--- src/sv/rrss_pkg.sv ---
// ============================================================================
// rrss_pkg
// Shared types, sizes and codes of the round-robin slice scheduler.
// ============================================================================
package rrss_pkg;

    // Number of slots in the job ring.
    localparam int MAX_PROCS = 16;
    localparam int SLOT_W    = (MAX_PROCS > 1) ? $clog2(MAX_PROCS) : 1;
    localparam int CNT_W     = $clog2(MAX_PROCS + 1);

    // Field widths of the channels.
    localparam int ID_W   = 8;
    localparam int TIME_W = 16;
    localparam int STAT_W = 3;

    // Request codes.
    localparam logic REQ_ADD   = 1'b0;
    localparam logic REQ_SERVE = 1'b1;

    // Result status codes.
    localparam logic [STAT_W-1:0] STAT_SERVED  = 3'd0;
    localparam logic [STAT_W-1:0] STAT_RETIRED = 3'd1;
    localparam logic [STAT_W-1:0] STAT_EMPTY   = 3'd2;
    localparam logic [STAT_W-1:0] STAT_ADDED   = 3'd3;
    localparam logic [STAT_W-1:0] STAT_FULL    = 3'd4;

    // Payload of one slot in the data memory.
    typedef struct packed {
        logic [ID_W-1:0]   job_id;
        logic [TIME_W-1:0] remaining;
        logic [TIME_W-1:0] slice;
    } slot_data_t;

    // Answer of the free slot search.
    typedef struct packed {
        logic              found;
        logic [SLOT_W-1:0] idx;
    } free_slot_t;

    // Sequencer states.
    typedef enum logic [1:0] {
        ST_IDLE,
        ST_ADD_LINK,
        ST_SRV_EXEC,
        ST_DONE
    } state_t;

endpackage

--- src/sv/rrss_slot_ram.sv ---
// ============================================================================
// rrss_slot_ram
// Simple dual-port synchronous RAM: one write port, one registered read port.
// ============================================================================
module rrss_slot_ram #(
    parameter int WIDTH = 8,
    parameter int DEPTH = 16,
    parameter int AW    = (DEPTH > 1) ? $clog2(DEPTH) : 1
) (
    input  logic             aclk,
    input  logic             we,
    input  logic [AW-1:0]    waddr,
    input  logic [WIDTH-1:0] wdata,
    input  logic             re,
    input  logic [AW-1:0]    raddr,
    output logic [WIDTH-1:0] rdata
);

    logic [WIDTH-1:0] mem [DEPTH];
    logic [WIDTH-1:0] rdata_reg;

    always_ff @(posedge aclk) begin
        if (we) begin
            mem[waddr] <= wdata;
        end
    end

    always_ff @(posedge aclk) begin
        if (re) begin
            rdata_reg <= mem[raddr];
        end
    end

    assign rdata = rdata_reg;

endmodule

--- src/sv/rrss_free_find.sv ---
// ============================================================================
// rrss_free_find
// Finds the lowest numbered free slot from the occupancy bits.
// ============================================================================
module rrss_free_find
    import rrss_pkg::*;
(
    input  logic [MAX_PROCS-1:0] slot_valid,
    output free_slot_t           free_slot
);

    // Scanning downward leaves the lowest free index as the final answer.
    always_comb begin
        free_slot = '0;
        for (int i = MAX_PROCS - 1; i >= 0; i--) begin
            if (!slot_valid[i]) begin
                free_slot.found = 1'b1;
                free_slot.idx   = SLOT_W'(i);
            end
        end
    end

endmodule

--- src/sv/round_robin_slice_scheduler_unit.sv ---
// ============================================================================
// round_robin_slice_scheduler_unit
// Round-robin time-slice scheduler over a linked ring of job slots.
// ============================================================================
// Usage: requests enter on the s_ channel (valid/ready). An add request
// appends a job (id, total time, slice) at the ring tail; a serve request
// visits the job under the cursor, charges its slice or retires it when no
// time is left, and advances the cursor. Every request gives exactly one
// result transfer on the m_ channel: a status, the visited job id, the time
// it has left and a flag for the last job of a round.
// Flow: a request is taken only while the sequencer is idle. A serve
// request and an add into a non-empty ring pass through accept, a memory
// step and the result hand-off; an add into an empty ring, a full ring or
// an empty serve go from accept straight to the hand-off. The memory step
// comes from the registered read of the slot memory and its single write
// port, which links the old tail in a step of its own.
// The hand-off loads the result into an output register once it is free.
// While the receiver stalls, the finished result waits in the hand-off
// state and the next request is held off. Reset (aresetn low, synchronous)
// empties the ring and drops any pending result; the slot memories need no
// clearing since an entry is always written before it is read.
// ============================================================================
module round_robin_slice_scheduler_unit
    import rrss_pkg::*;
(
    input  logic              aclk,
    input  logic              aresetn,
    // Request channel.
    input  logic              s_valid,
    output logic              s_ready,
    input  logic              s_req_type,
    input  logic [ID_W-1:0]   s_job_id,
    input  logic [TIME_W-1:0] s_total_time,
    input  logic [TIME_W-1:0] s_slice_time,
    // Result channel.
    output logic              m_valid,
    input  logic              m_ready,
    output logic [STAT_W-1:0] m_status,
    output logic [ID_W-1:0]   m_served_id,
    output logic [TIME_W-1:0] m_time_left,
    output logic              m_round_end
);

    localparam int DATA_W = $bits(slot_data_t);

    // Sequencer and ring pointers.
    state_t              state_reg, state_next;
    logic [MAX_PROCS-1:0] slot_valid_reg, slot_valid_next;
    logic [SLOT_W-1:0]   ring_head_reg, ring_head_next;
    logic [SLOT_W-1:0]   ring_tail_reg, ring_tail_next;
    logic [SLOT_W-1:0]   visit_cursor_reg, visit_cursor_next;
    logic [SLOT_W-1:0]   cursor_before_reg, cursor_before_next;
    logic [CNT_W-1:0]    job_count_reg, job_count_next;

    // Old tail and new slot of an add, for the second link write.
    logic [SLOT_W-1:0]   prev_tail_reg, prev_tail_next;
    logic [SLOT_W-1:0]   new_slot_reg, new_slot_next;

    // Result waiting for the output register.
    logic [STAT_W-1:0]   pend_status_reg, pend_status_next;
    logic [ID_W-1:0]     pend_id_reg, pend_id_next;
    logic [TIME_W-1:0]   pend_left_reg, pend_left_next;
    logic                pend_rend_reg, pend_rend_next;

    // Output register.
    logic                m_valid_reg, m_valid_next;
    logic [STAT_W-1:0]   m_status_reg, m_status_next;
    logic [ID_W-1:0]     m_served_id_reg, m_served_id_next;
    logic [TIME_W-1:0]   m_time_left_reg, m_time_left_next;
    logic                m_round_end_reg, m_round_end_next;

    // Memory ports.
    logic                data_we, data_re;
    logic [SLOT_W-1:0]   data_waddr;
    slot_data_t          data_wdata, data_rdata;
    logic [DATA_W-1:0]   data_rdata_raw;
    logic                link_we;
    logic [SLOT_W-1:0]   link_waddr, link_wdata, link_rdata;

    // Decoded conditions.
    free_slot_t          free_slot;
    logic                in_xfer, out_xfer, out_free;
    logic                ring_full, ring_empty, add_ok;
    logic                cur_retire, cur_last, cur_is_tail;
    logic [TIME_W-1:0]   cur_new_rem;

    rrss_free_find u_free_find (
        .slot_valid (slot_valid_reg),
        .free_slot  (free_slot)
    );

    // Job id, remaining time and slice of each slot.
    rrss_slot_ram #(
        .WIDTH (DATA_W),
        .DEPTH (MAX_PROCS)
    ) u_data_ram (
        .aclk  (aclk),
        .we    (data_we),
        .waddr (data_waddr),
        .wdata (data_wdata),
        .re    (data_re),
        .raddr (visit_cursor_reg),
        .rdata (data_rdata_raw)
    );

    // Ring successor of each slot.
    rrss_slot_ram #(
        .WIDTH (SLOT_W),
        .DEPTH (MAX_PROCS)
    ) u_link_ram (
        .aclk  (aclk),
        .we    (link_we),
        .waddr (link_waddr),
        .wdata (link_wdata),
        .re    (data_re),
        .raddr (visit_cursor_reg),
        .rdata (link_rdata)
    );

    assign data_rdata = slot_data_t'(data_rdata_raw);

    assign in_xfer    = s_valid && s_ready;
    assign out_xfer   = m_valid_reg && m_ready;
    assign out_free   = !m_valid_reg || m_ready;
    assign ring_empty = (job_count_reg == '0);
    assign ring_full  = (job_count_reg == CNT_W'(MAX_PROCS)) || !free_slot.found;
    assign add_ok     = !ring_full;

    // The visited slot, as read from memory during the execute step.
    assign cur_retire  = (data_rdata.remaining == '0);
    assign cur_last    = (job_count_reg == CNT_W'(1));
    assign cur_is_tail = (visit_cursor_reg == ring_tail_reg);
    assign cur_new_rem = (data_rdata.remaining > data_rdata.slice)
                       ? (data_rdata.remaining - data_rdata.slice) : '0;

    // Next state of the sequencer.
    always_comb begin
        state_next = state_reg;
        case (state_reg)
            ST_IDLE: begin
                if (in_xfer) begin
                    if (s_req_type == REQ_ADD) begin
                        state_next = (add_ok && !ring_empty) ? ST_ADD_LINK : ST_DONE;
                    end else begin
                        state_next = ring_empty ? ST_DONE : ST_SRV_EXEC;
                    end
                end
            end
            ST_ADD_LINK: state_next = ST_DONE;
            ST_SRV_EXEC: state_next = ST_DONE;
            ST_DONE: begin
                if (out_free) begin
                    state_next = ST_IDLE;
                end
            end
            default: state_next = ST_IDLE;
        endcase
    end

    // Handshake and memory controls of each state.
    always_comb begin
        s_ready    = 1'b0;
        data_we    = 1'b0;
        data_re    = 1'b0;
        data_waddr = free_slot.idx;
        data_wdata = '{job_id: s_job_id, remaining: s_total_time, slice: s_slice_time};
        link_we    = 1'b0;
        link_waddr = free_slot.idx;
        link_wdata = ring_empty ? free_slot.idx : ring_head_reg;
        case (state_reg)
            ST_IDLE: begin
                s_ready = 1'b1;
                if (in_xfer) begin
                    if (s_req_type == REQ_ADD) begin
                        // New slot points back at the head (or itself).
                        data_we = add_ok;
                        link_we = add_ok;
                    end else begin
                        data_re = !ring_empty;
                    end
                end
            end
            ST_ADD_LINK: begin
                link_we    = 1'b1;
                link_waddr = prev_tail_reg;
                link_wdata = new_slot_reg;
            end
            ST_SRV_EXEC: begin
                data_waddr = visit_cursor_reg;
                data_wdata = '{job_id: data_rdata.job_id, remaining: cur_new_rem,
                               slice: data_rdata.slice};
                data_we    = !cur_retire;
                // Unlink a retired job from its predecessor.
                link_waddr = cursor_before_reg;
                link_wdata = link_rdata;
                link_we    = cur_retire && !cur_last;
            end
            ST_DONE: begin
            end
            default: begin
            end
        endcase
    end

    // Ring pointers, occupancy and pending result.
    always_comb begin
        slot_valid_next    = slot_valid_reg;
        ring_head_next     = ring_head_reg;
        ring_tail_next     = ring_tail_reg;
        visit_cursor_next  = visit_cursor_reg;
        cursor_before_next = cursor_before_reg;
        job_count_next     = job_count_reg;
        prev_tail_next     = prev_tail_reg;
        new_slot_next      = new_slot_reg;
        pend_status_next   = pend_status_reg;
        pend_id_next       = pend_id_reg;
        pend_left_next     = pend_left_reg;
        pend_rend_next     = pend_rend_reg;
        case (state_reg)
            ST_IDLE: begin
                if (in_xfer) begin
                    pend_id_next   = '0;
                    pend_left_next = '0;
                    pend_rend_next = 1'b0;
                    if (s_req_type == REQ_ADD) begin
                        if (add_ok) begin
                            pend_status_next = STAT_ADDED;
                            slot_valid_next[free_slot.idx] = 1'b1;
                            job_count_next = job_count_reg + CNT_W'(1);
                            ring_tail_next = free_slot.idx;
                            prev_tail_next = ring_tail_reg;
                            new_slot_next  = free_slot.idx;
                            if (ring_empty) begin
                                ring_head_next     = free_slot.idx;
                                visit_cursor_next  = free_slot.idx;
                                cursor_before_next = free_slot.idx;
                            end else if (visit_cursor_reg == ring_head_reg) begin
                                // The new tail now sits just behind the cursor.
                                cursor_before_next = free_slot.idx;
                            end
                        end else begin
                            pend_status_next = STAT_FULL;
                        end
                    end else if (ring_empty) begin
                        pend_status_next = STAT_EMPTY;
                    end
                end
            end
            ST_SRV_EXEC: begin
                pend_id_next   = data_rdata.job_id;
                pend_rend_next = cur_is_tail;
                if (cur_retire) begin
                    pend_status_next = STAT_RETIRED;
                    pend_left_next   = '0;
                    slot_valid_next[visit_cursor_reg] = 1'b0;
                    if (cur_last) begin
                        job_count_next     = '0;
                        ring_head_next     = '0;
                        ring_tail_next     = '0;
                        visit_cursor_next  = '0;
                        cursor_before_next = '0;
                    end else begin
                        job_count_next    = job_count_reg - CNT_W'(1);
                        visit_cursor_next = link_rdata;
                        if (visit_cursor_reg == ring_head_reg) begin
                            ring_head_next = link_rdata;
                        end
                        if (cur_is_tail) begin
                            ring_tail_next = cursor_before_reg;
                        end
                    end
                end else begin
                    pend_status_next   = STAT_SERVED;
                    pend_left_next     = cur_new_rem;
                    cursor_before_next = visit_cursor_reg;
                    visit_cursor_next  = link_rdata;
                end
            end
            ST_ADD_LINK: begin
            end
            ST_DONE: begin
            end
            default: begin
            end
        endcase
    end

    // Output register: loaded from the pending result once it is free.
    always_comb begin
        m_valid_next     = m_valid_reg;
        m_status_next    = m_status_reg;
        m_served_id_next = m_served_id_reg;
        m_time_left_next = m_time_left_reg;
        m_round_end_next = m_round_end_reg;
        if (out_xfer) begin
            m_valid_next = 1'b0;
        end
        if (state_reg == ST_DONE && out_free) begin
            m_valid_next     = 1'b1;
            m_status_next    = pend_status_reg;
            m_served_id_next = pend_id_reg;
            m_time_left_next = pend_left_reg;
            m_round_end_next = pend_rend_reg;
        end
    end

    always_ff @(posedge aclk) begin
        if (!aresetn) begin
            state_reg         <= ST_IDLE;
            slot_valid_reg    <= '0;
            ring_head_reg     <= '0;
            ring_tail_reg     <= '0;
            visit_cursor_reg  <= '0;
            cursor_before_reg <= '0;
            job_count_reg     <= '0;
            m_valid_reg       <= 1'b0;
        end else begin
            state_reg         <= state_next;
            slot_valid_reg    <= slot_valid_next;
            ring_head_reg     <= ring_head_next;
            ring_tail_reg     <= ring_tail_next;
            visit_cursor_reg  <= visit_cursor_next;
            cursor_before_reg <= cursor_before_next;
            job_count_reg     <= job_count_next;
            m_valid_reg       <= m_valid_next;
        end
    end

    always_ff @(posedge aclk) begin
        prev_tail_reg   <= prev_tail_next;
        new_slot_reg    <= new_slot_next;
        pend_status_reg <= pend_status_next;
        pend_id_reg     <= pend_id_next;
        pend_left_reg   <= pend_left_next;
        pend_rend_reg   <= pend_rend_next;
        m_status_reg    <= m_status_next;
        m_served_id_reg <= m_served_id_next;
        m_time_left_reg <= m_time_left_next;
        m_round_end_reg <= m_round_end_next;
    end

    assign m_valid     = m_valid_reg;
    assign m_status    = m_status_reg;
    assign m_served_id = m_served_id_reg;
    assign m_time_left = m_time_left_reg;
    assign m_round_end = m_round_end_reg;

    // The job count always matches the number of occupied slots.
    assert property (@(posedge aclk) disable iff (!aresetn)
        $countones(slot_valid_reg) == int'(job_count_reg))
        else $error("job count differs from slot occupancy");

    // An empty ring has all of its pointers back at slot zero.
    assert property (@(posedge aclk) disable iff (!aresetn)
        (job_count_reg == '0) |-> (ring_head_reg == '0 && ring_tail_reg == '0
                                   && visit_cursor_reg == '0))
        else $error("empty ring with stray pointers");

    // A serve only ever visits an occupied slot.
    assert property (@(posedge aclk) disable iff (!aresetn)
        (state_reg == ST_SRV_EXEC) |-> slot_valid_reg[visit_cursor_reg])
        else $error("serve visits a free slot");

    // Every request transfer produces a result in the output register.
    assert property (@(posedge aclk) disable iff (!aresetn)
        (state_reg == ST_DONE && out_free) |=> m_valid_reg)
        else $error("result lost at hand-off");

endmodule
--- config.mk ---
export PLATFORM = sky130hd
export DESIGN_NAME = round_robin_slice_scheduler_unit
export DESIGN_NICKNAME = d
export VERILOG_FILES = /design/src/sv/rrss_pkg.sv /design/src/sv/rrss_slot_ram.sv /design/src/sv/rrss_free_find.sv /design/src/sv/round_robin_slice_scheduler_unit.sv
export SDC_FILE = /design/constraint.sdc
export NUM_CORES = 1
export LEC_CHECK = 0
export ABC_AREA = 1
export BUFFER_PORTS_ARGS = -buffer_cell sky130_fd_sc_hd__buf_2
export CAP_MARGIN = 40
export CORE_MARGIN = 2
export CORE_UTILIZATION = 33
export DETAILED_ROUTE_END_ITERATION = 12
export GPL_ROUTABILITY_DRIVEN = 0
export PLACE_DENSITY_LB_ADDON = 0.3
export SKIP_LAST_GASP = 1
export SLEW_MARGIN = 10
export SYNTH_ARGS = -nofsm -noshare
export SYNTH_HDL_FRONTEND = slang
export SYNTH_HIERARCHICAL = 1
export SYNTH_SLANG_ARGS = --single-unit
export TNS_END_PERCENT = 50
--- constraint.sdc ---
create_clock -name aclk -period 5.2 [get_ports aclk]
set_clock_uncertainty 0.15 [all_clocks]
set_input_delay 1.3 -clock aclk [delete_from_list [all_inputs] [get_ports aclk]]
set_output_delay 1.3 -clock aclk [all_outputs]
set_load 0.01 [all_outputs]
Word-level counts from Yosys, hierarchy flattened. Memories as Yosys holds them, arrays and structs flattened. A register that Yosys moved wholly into a read port is not among the register bits. Cells that the tools add are included.

Register bits: 104. Bits in writable memories: 704. Input port bits: 45. Output and inout bits: 30. Logic and storage cells: 180. Memories kept: 2.

Memory list: u_data_ram.mem (words 16, bits a word 40, rd ports 1, clocked after memory_dff 1, write ports 1, RTL line rrss_slot_ram.sv:19) `logic [WIDTH-1:0] mem [DEPTH];`; u_link_ram.mem (words 16, bits a word 4, rd ports 1, clocked after memory_dff 1, write ports 1, RTL line rrss_slot_ram.sv:19).

Add/subtract/negate cells: 3. Magnitude comparators: 5. Equal/unequal tests: 18. Mux-type cells: 99. Bitwise operators: 5. Reduce and logical (&&, ||, !) cells: 30.

Operators by type and width (count): two-way mux 16 bit (7); two-way mux 4 bit (27); two-way mux 5 bit (21); case mux 16 bit (2 select lines) (2); case mux 4 bit (2 select lines) (6); two-way mux 40 bit (1); AND reduction 6 bit (3); two-way mux 1 bit (17); bitwise AND 16 bit (1); greater-than comparator 16 bit (1); logical NOT 16 bit (1); NOT 16 bit (1); bitwise OR 16 bit (1); case mux 8 bit (2 select lines) (1); subtractor 16 bit (1); inequality test 3 bit (second input constant) (5); two-way mux 3 bit (4); inequality test 2 bit (second input constant) (6); < comparator 4 x 5 -> 1 bit (second input constant) (2); case mux 5 bit (2 select lines) (1); AND reduction 5 bit (2); demux 1 bit (select 4 bit) (2); equality test 4 bit (2); >= comparator 4 x 1 -> 1 bit (second input constant) (2); other kinds (23) (43).

Depth between registers and ports, before layout.
Depth in word-level cells: 25. Depth in mapped cells: 22. Depth with buffers taken out: 22.

Hierarchy. Netlist, hierarchy kept.

By module, submodules not included: rrss_slot_ram (u_data_ram) (instances 1, cells an instance 2643, area each 28691.3 µm², sequential area each 20419.6 µm²); round_robin_slice_scheduler_unit (instances 1, cells an instance 962, area each 6735.2 µm², sequential area each 2722.6 µm²); rrss_slot_ram (u_link_ram) (instances 1, cells an instance 290, area each 3006.6 µm², sequential area each 2042.0 µm²); rrss_free_find (instances 1, cells an instance 38, area each 165.2 µm², sequential area each 0.0 µm²).

Worst setup path before layout. Ideal clock, no wire load.

Path type: input to register. Start point: input port s_req_type. End point: memory u_data_ram/mem[12][0] in the netlist's numbering (enable). Setup time: 0.438 ns. Data arrival time: 4.035 ns. Required time: 4.612 ns. Setup slack: 0.578 ns. Stages: 7. Buffers on the path: 0. Cells stage by stage: inv_1 -> nand3_1 -> nor2_1 -> inv_1 -> nand2_1 -> nand3_1 -> nor2_1.

Word-level cells in the longest chain between the ends: 5.

Ends and longest elaborated chain: from (decl) (RTL line round_robin_slice_scheduler_unit.sv:31) `input logic s_req_type,`; two-way mux 1 bit (RTL line round_robin_slice_scheduler_unit.sv:174) `if (s_req_type == REQ_ADD) begin`; two-way mux 1 bit (RTL line round_robin_slice_scheduler_unit.sv:173) `if (in_xfer) begin`; case mux 1 bit (2 select lines) (RTL line round_robin_slice_scheduler_unit.sv:170) `case (state_reg)`; via data_we (RTL line round_robin_slice_scheduler_unit.sv:73) `logic data_we, data_re;`; two-way mux 1 bit (RTL line rrss_slot_ram.sv:23) `if (we) begin`; two-way mux 1 bit (implied by the code) (RTL line rrss_slot_ram.sv:24) `mem[waddr] <= wdata;`; to (decl) (RTL line rrss_slot_ram.sv:19).

The timed path passes the listed nets, and every way through them passes these cells.

==> impl_metrics.csv <==
group,metric,value,unit
run_status,status,"finished clean",
power,seq_power_share,0.384,
synthesis,netlist_area,38600,sq um
die,fp.dieH,346,um
sta,finalCritPeriodShare,0.751,
routing,vias_per_cell,4.76,
synthesis,yosysUniqueCellTypes,43,
routing,drt-total-wl,105000,um
cts,root_buffer,"clkbuf_16",
synthesis,ys_seq_elements,852,
power,swShare,0.385,
synthesis,syn_nets,4004,
global_route,grt-ovfl-total,0,
cells_and_area,fillers,11300,
critical_path,critPathCaptureType,"register",
synthesis,async_reset_ff_frac,0,
routing,routedWlPerCell,18.8,um
synthesis,synthSimpleGateAreaFrac,0.224,
critical_path,crit_arrival,4.10,ns
cts,clockBufferDepth,3,
critical_path,ff2ff_setup_slack,1.30,ns
synthesis,synthAdderAreaFrac,0.00862,
synthesis,seq_area_frac_synth,0.652,
synthesis,synth_cells,3933,
sta,tightest_slew,0.873,ns
global_route,grt_pass1_vias,25300,
synthesis,avgSynthCellArea,9.81,sq um
critical_path,worstPathCellList,"nand2_1 -> nand2_1 -> nand2_1 -> nand2_1 -> nand2_1 -> nand2_1 -> nand2_1 -> nand2_1 -> nand2_1 -> nand2_1 -> nand2_1 -> nand2_1 -> nand2_1 -> a21oi_2 -> nand2_1 -> o21ai_0 -> nand2_1 -> nor2_4 -> buf_12",
synthesis,synthFlopType,"edfxtp_1",
sta,hold_viol_final,0,
place,io_buffer_count,74,
synthesis,synth.area.top_cells,"edfxtp_1, nand2_1, nand3_1",
die,fp.dieW,346,um
cells_and_area,drive_gt1_frac,0.0825,
sta,period_minus_slack,3.90,ns
cts,cts_buffers,88,
synthesis,ys_warn_count,6,
cts,post_cts_buffers,0,
sta,slew_viol_final,0,
cts,htree_num_levels,3,
power,total_switching_power,0.00961,W
sta,fmaxAchievable,256,MHz
cells_and_area,final_net_count,4084,
power,p_int,0.0153,W
cells_and_area,multi_input_area,9960,sq um
critical_path,crit_type,"reg2reg",
critical_path,critPathMaxFanout,25,
cts,clk_pin_slew,0.06,ns
routing,drtIter0Drc,2528,
global_route,antenna_found_initial,1,
synthesis,synth_edf_count,812,
power,power,0.0249,W
synthesis,synth.most_common_cell,"nand2_1",
place,dp_hpwl,64100,um
cells_and_area,syn2layout_area_growth,13.6,%
cells_and_area,largest_reg_flops,640,
die,rows,125,
critical_path,start_kind,"register",
global_route,grtUsageTotal,0.174,
synthesis,synth_top_family_by_area,"simple AND/OR/NAND/NOR gates",
cts,post_cts_hold_buffer_count,0,
routing,first_pass_iters,8,
die,initial_utilization,0.333,
die,ios,75,
min_path,hold_class,"reg2reg",
global_route,grt_max_degree,121,
synthesis,synth_top_area_frac,0.632,
critical_path,max_stage_delay,0.68,ns
power,power_density,569,nW/um^2
cts,cts_tree,"done",
critical_path,path_common_cell,"nand2_1",
synthesis,synthXorXnorAreaFrac,0.00363,
cells_and_area,regArea,25200,sq um
power,p_clk_frac,0.258,
synthesis,synthTopCellsByCount,"nand2_1, edfxtp_1, inv_1",
sta,setup_violations,0,
routing,drc,0,
routing,ant_nets,0,
power,irDropWorstVdd,393,uV
synthesis,muxShareOfSynthArea,0,
flow_run,maxCapViolations,0,
sta,tns,0,ns
power,power.share.combinational,0.358,
sta,rsz0062_at_grt,"false",
cts,cts-resized-gates,0,
critical_path,critical-path-slowest-cell,"nor2_4",
synthesis,yosysTopAreaCell,"edfxtp_1",
cells_and_area,num_antenna_cells,0,
die,coreArea,116000,sq um
cts,cts_sinks,852,
sta,relSlewSlack,0.418,
routing,vias,26700,
synthesis,synth_compound_area_frac,0.0177,
power,leakagePower,18.4,nW
cts,clock_latency,0.66,ns
die,die_area,120000,sq um
critical_path,cp_data_required_time,5.39,ns
global_route,grt_pass1_wl,160000,um
## power groups by stage
stage               combinational [W]  clock [W]  sequential (W)
finish                        0.00892    0.00644         0.00957
global route                  0.00987    0.00681         0.00964
floorplan                     0.00584          0         0.00961
global placement              0.00878          0         0.00970
detailed placement            0.00890          0         0.00972
CTS                           0.00893    0.00656         0.00957
## cells in the final DEF, fill, tap and decap left out, drive strengths merged, types with 4 or more instances in the layout
cell and count:
a21oi 32, a31oi 6, buf 166, bufinv 11, clkbuf 113, clkinv 32, dfxtp 40, edfxtp 812
ha 25, inv 679, nand2 1285, nand3 583, nand3b 4, nand4 27, nor2 141, nor3 16
o21ai 75, o21bai 5, o22ai 4, xnor2 6, xor2 10
## kinds of logic after synthesis
family / count (synthesis)
compound gates: 125
flops: 852
simple gates: 2060
buf+inv: 854
fa+ha+maj: 26
xor+xnor: 16
## metrics by stage
| step | setup slack [ns] | hold slack (ns) | cells | util | area, sq um |
|---|---|---|---|---|---|
| after floorplan | 0.578 | 0.250 | 3933 | - | 38600 |
| after global placement | 1.14 | 0.251 | 5434 | 0.351 | 40700 |
| after detailed placement | 1.10 | 0.255 | 5445 | 0.352 | 40900 |
| after CTS | 1.39 | 0.267 | 5605 | 0.377 | 43800 |
| after global routing | 1.07 | 0.275 | 5607 | 0.378 | 43800 |
| final | 1.30 | 0.260 | 5607 | 0.378 | 43800 |
## critical path: cells and delay by family, from the launching register on
family | cells | cell delay, ns
flip-flops | 1 | 0.41
buffers and inverters | 1 | 0.31
AO/OA/AOI/OAI | 2 | 0.63
AND/OR/NAND/NOR | 16 | 2.08
## area by class of cell
class                           instances  area share
Clock buffer                          113      0.0531
Clock inverter                         47      0.0136
Inverter                              678      0.0586
Multi-Input combinational cell       2227       0.227
Sequential cell                       852       0.575
Tap cell                             1524      0.0435
Timing Repair Buffer                  166      0.0290
## layer usage
metal  vias to the layer above  wire, um  GRT usage  part of all wire
li1                      12900         -          -                 -
met1                     12900     49200      0.255              0.47
met2                       803     47600      0.275              0.45
met3                       148      6420     0.0193             0.061
met4                         0      2260     0.0441             0.021
met5                         -         0          0                 0
## final timing paths
| check | startpoint | cells past startpoint | end |
|---|---|---|---|
| worst min register to register | pend_left_reg[5] | 0 | m_time_left[5] |
| worst max-delay path | slot_valid_reg[14] | 19 | u_data_ram/mem[11][24] |
| worst max register to register | slot_valid_reg[14] | 19 | u_data_ram/mem[11][24] |
| worst min-delay path | pend_left_reg[5] | 0 | m_time_left[5] |
No activity file was read; power rests on OpenSTA's default activity.
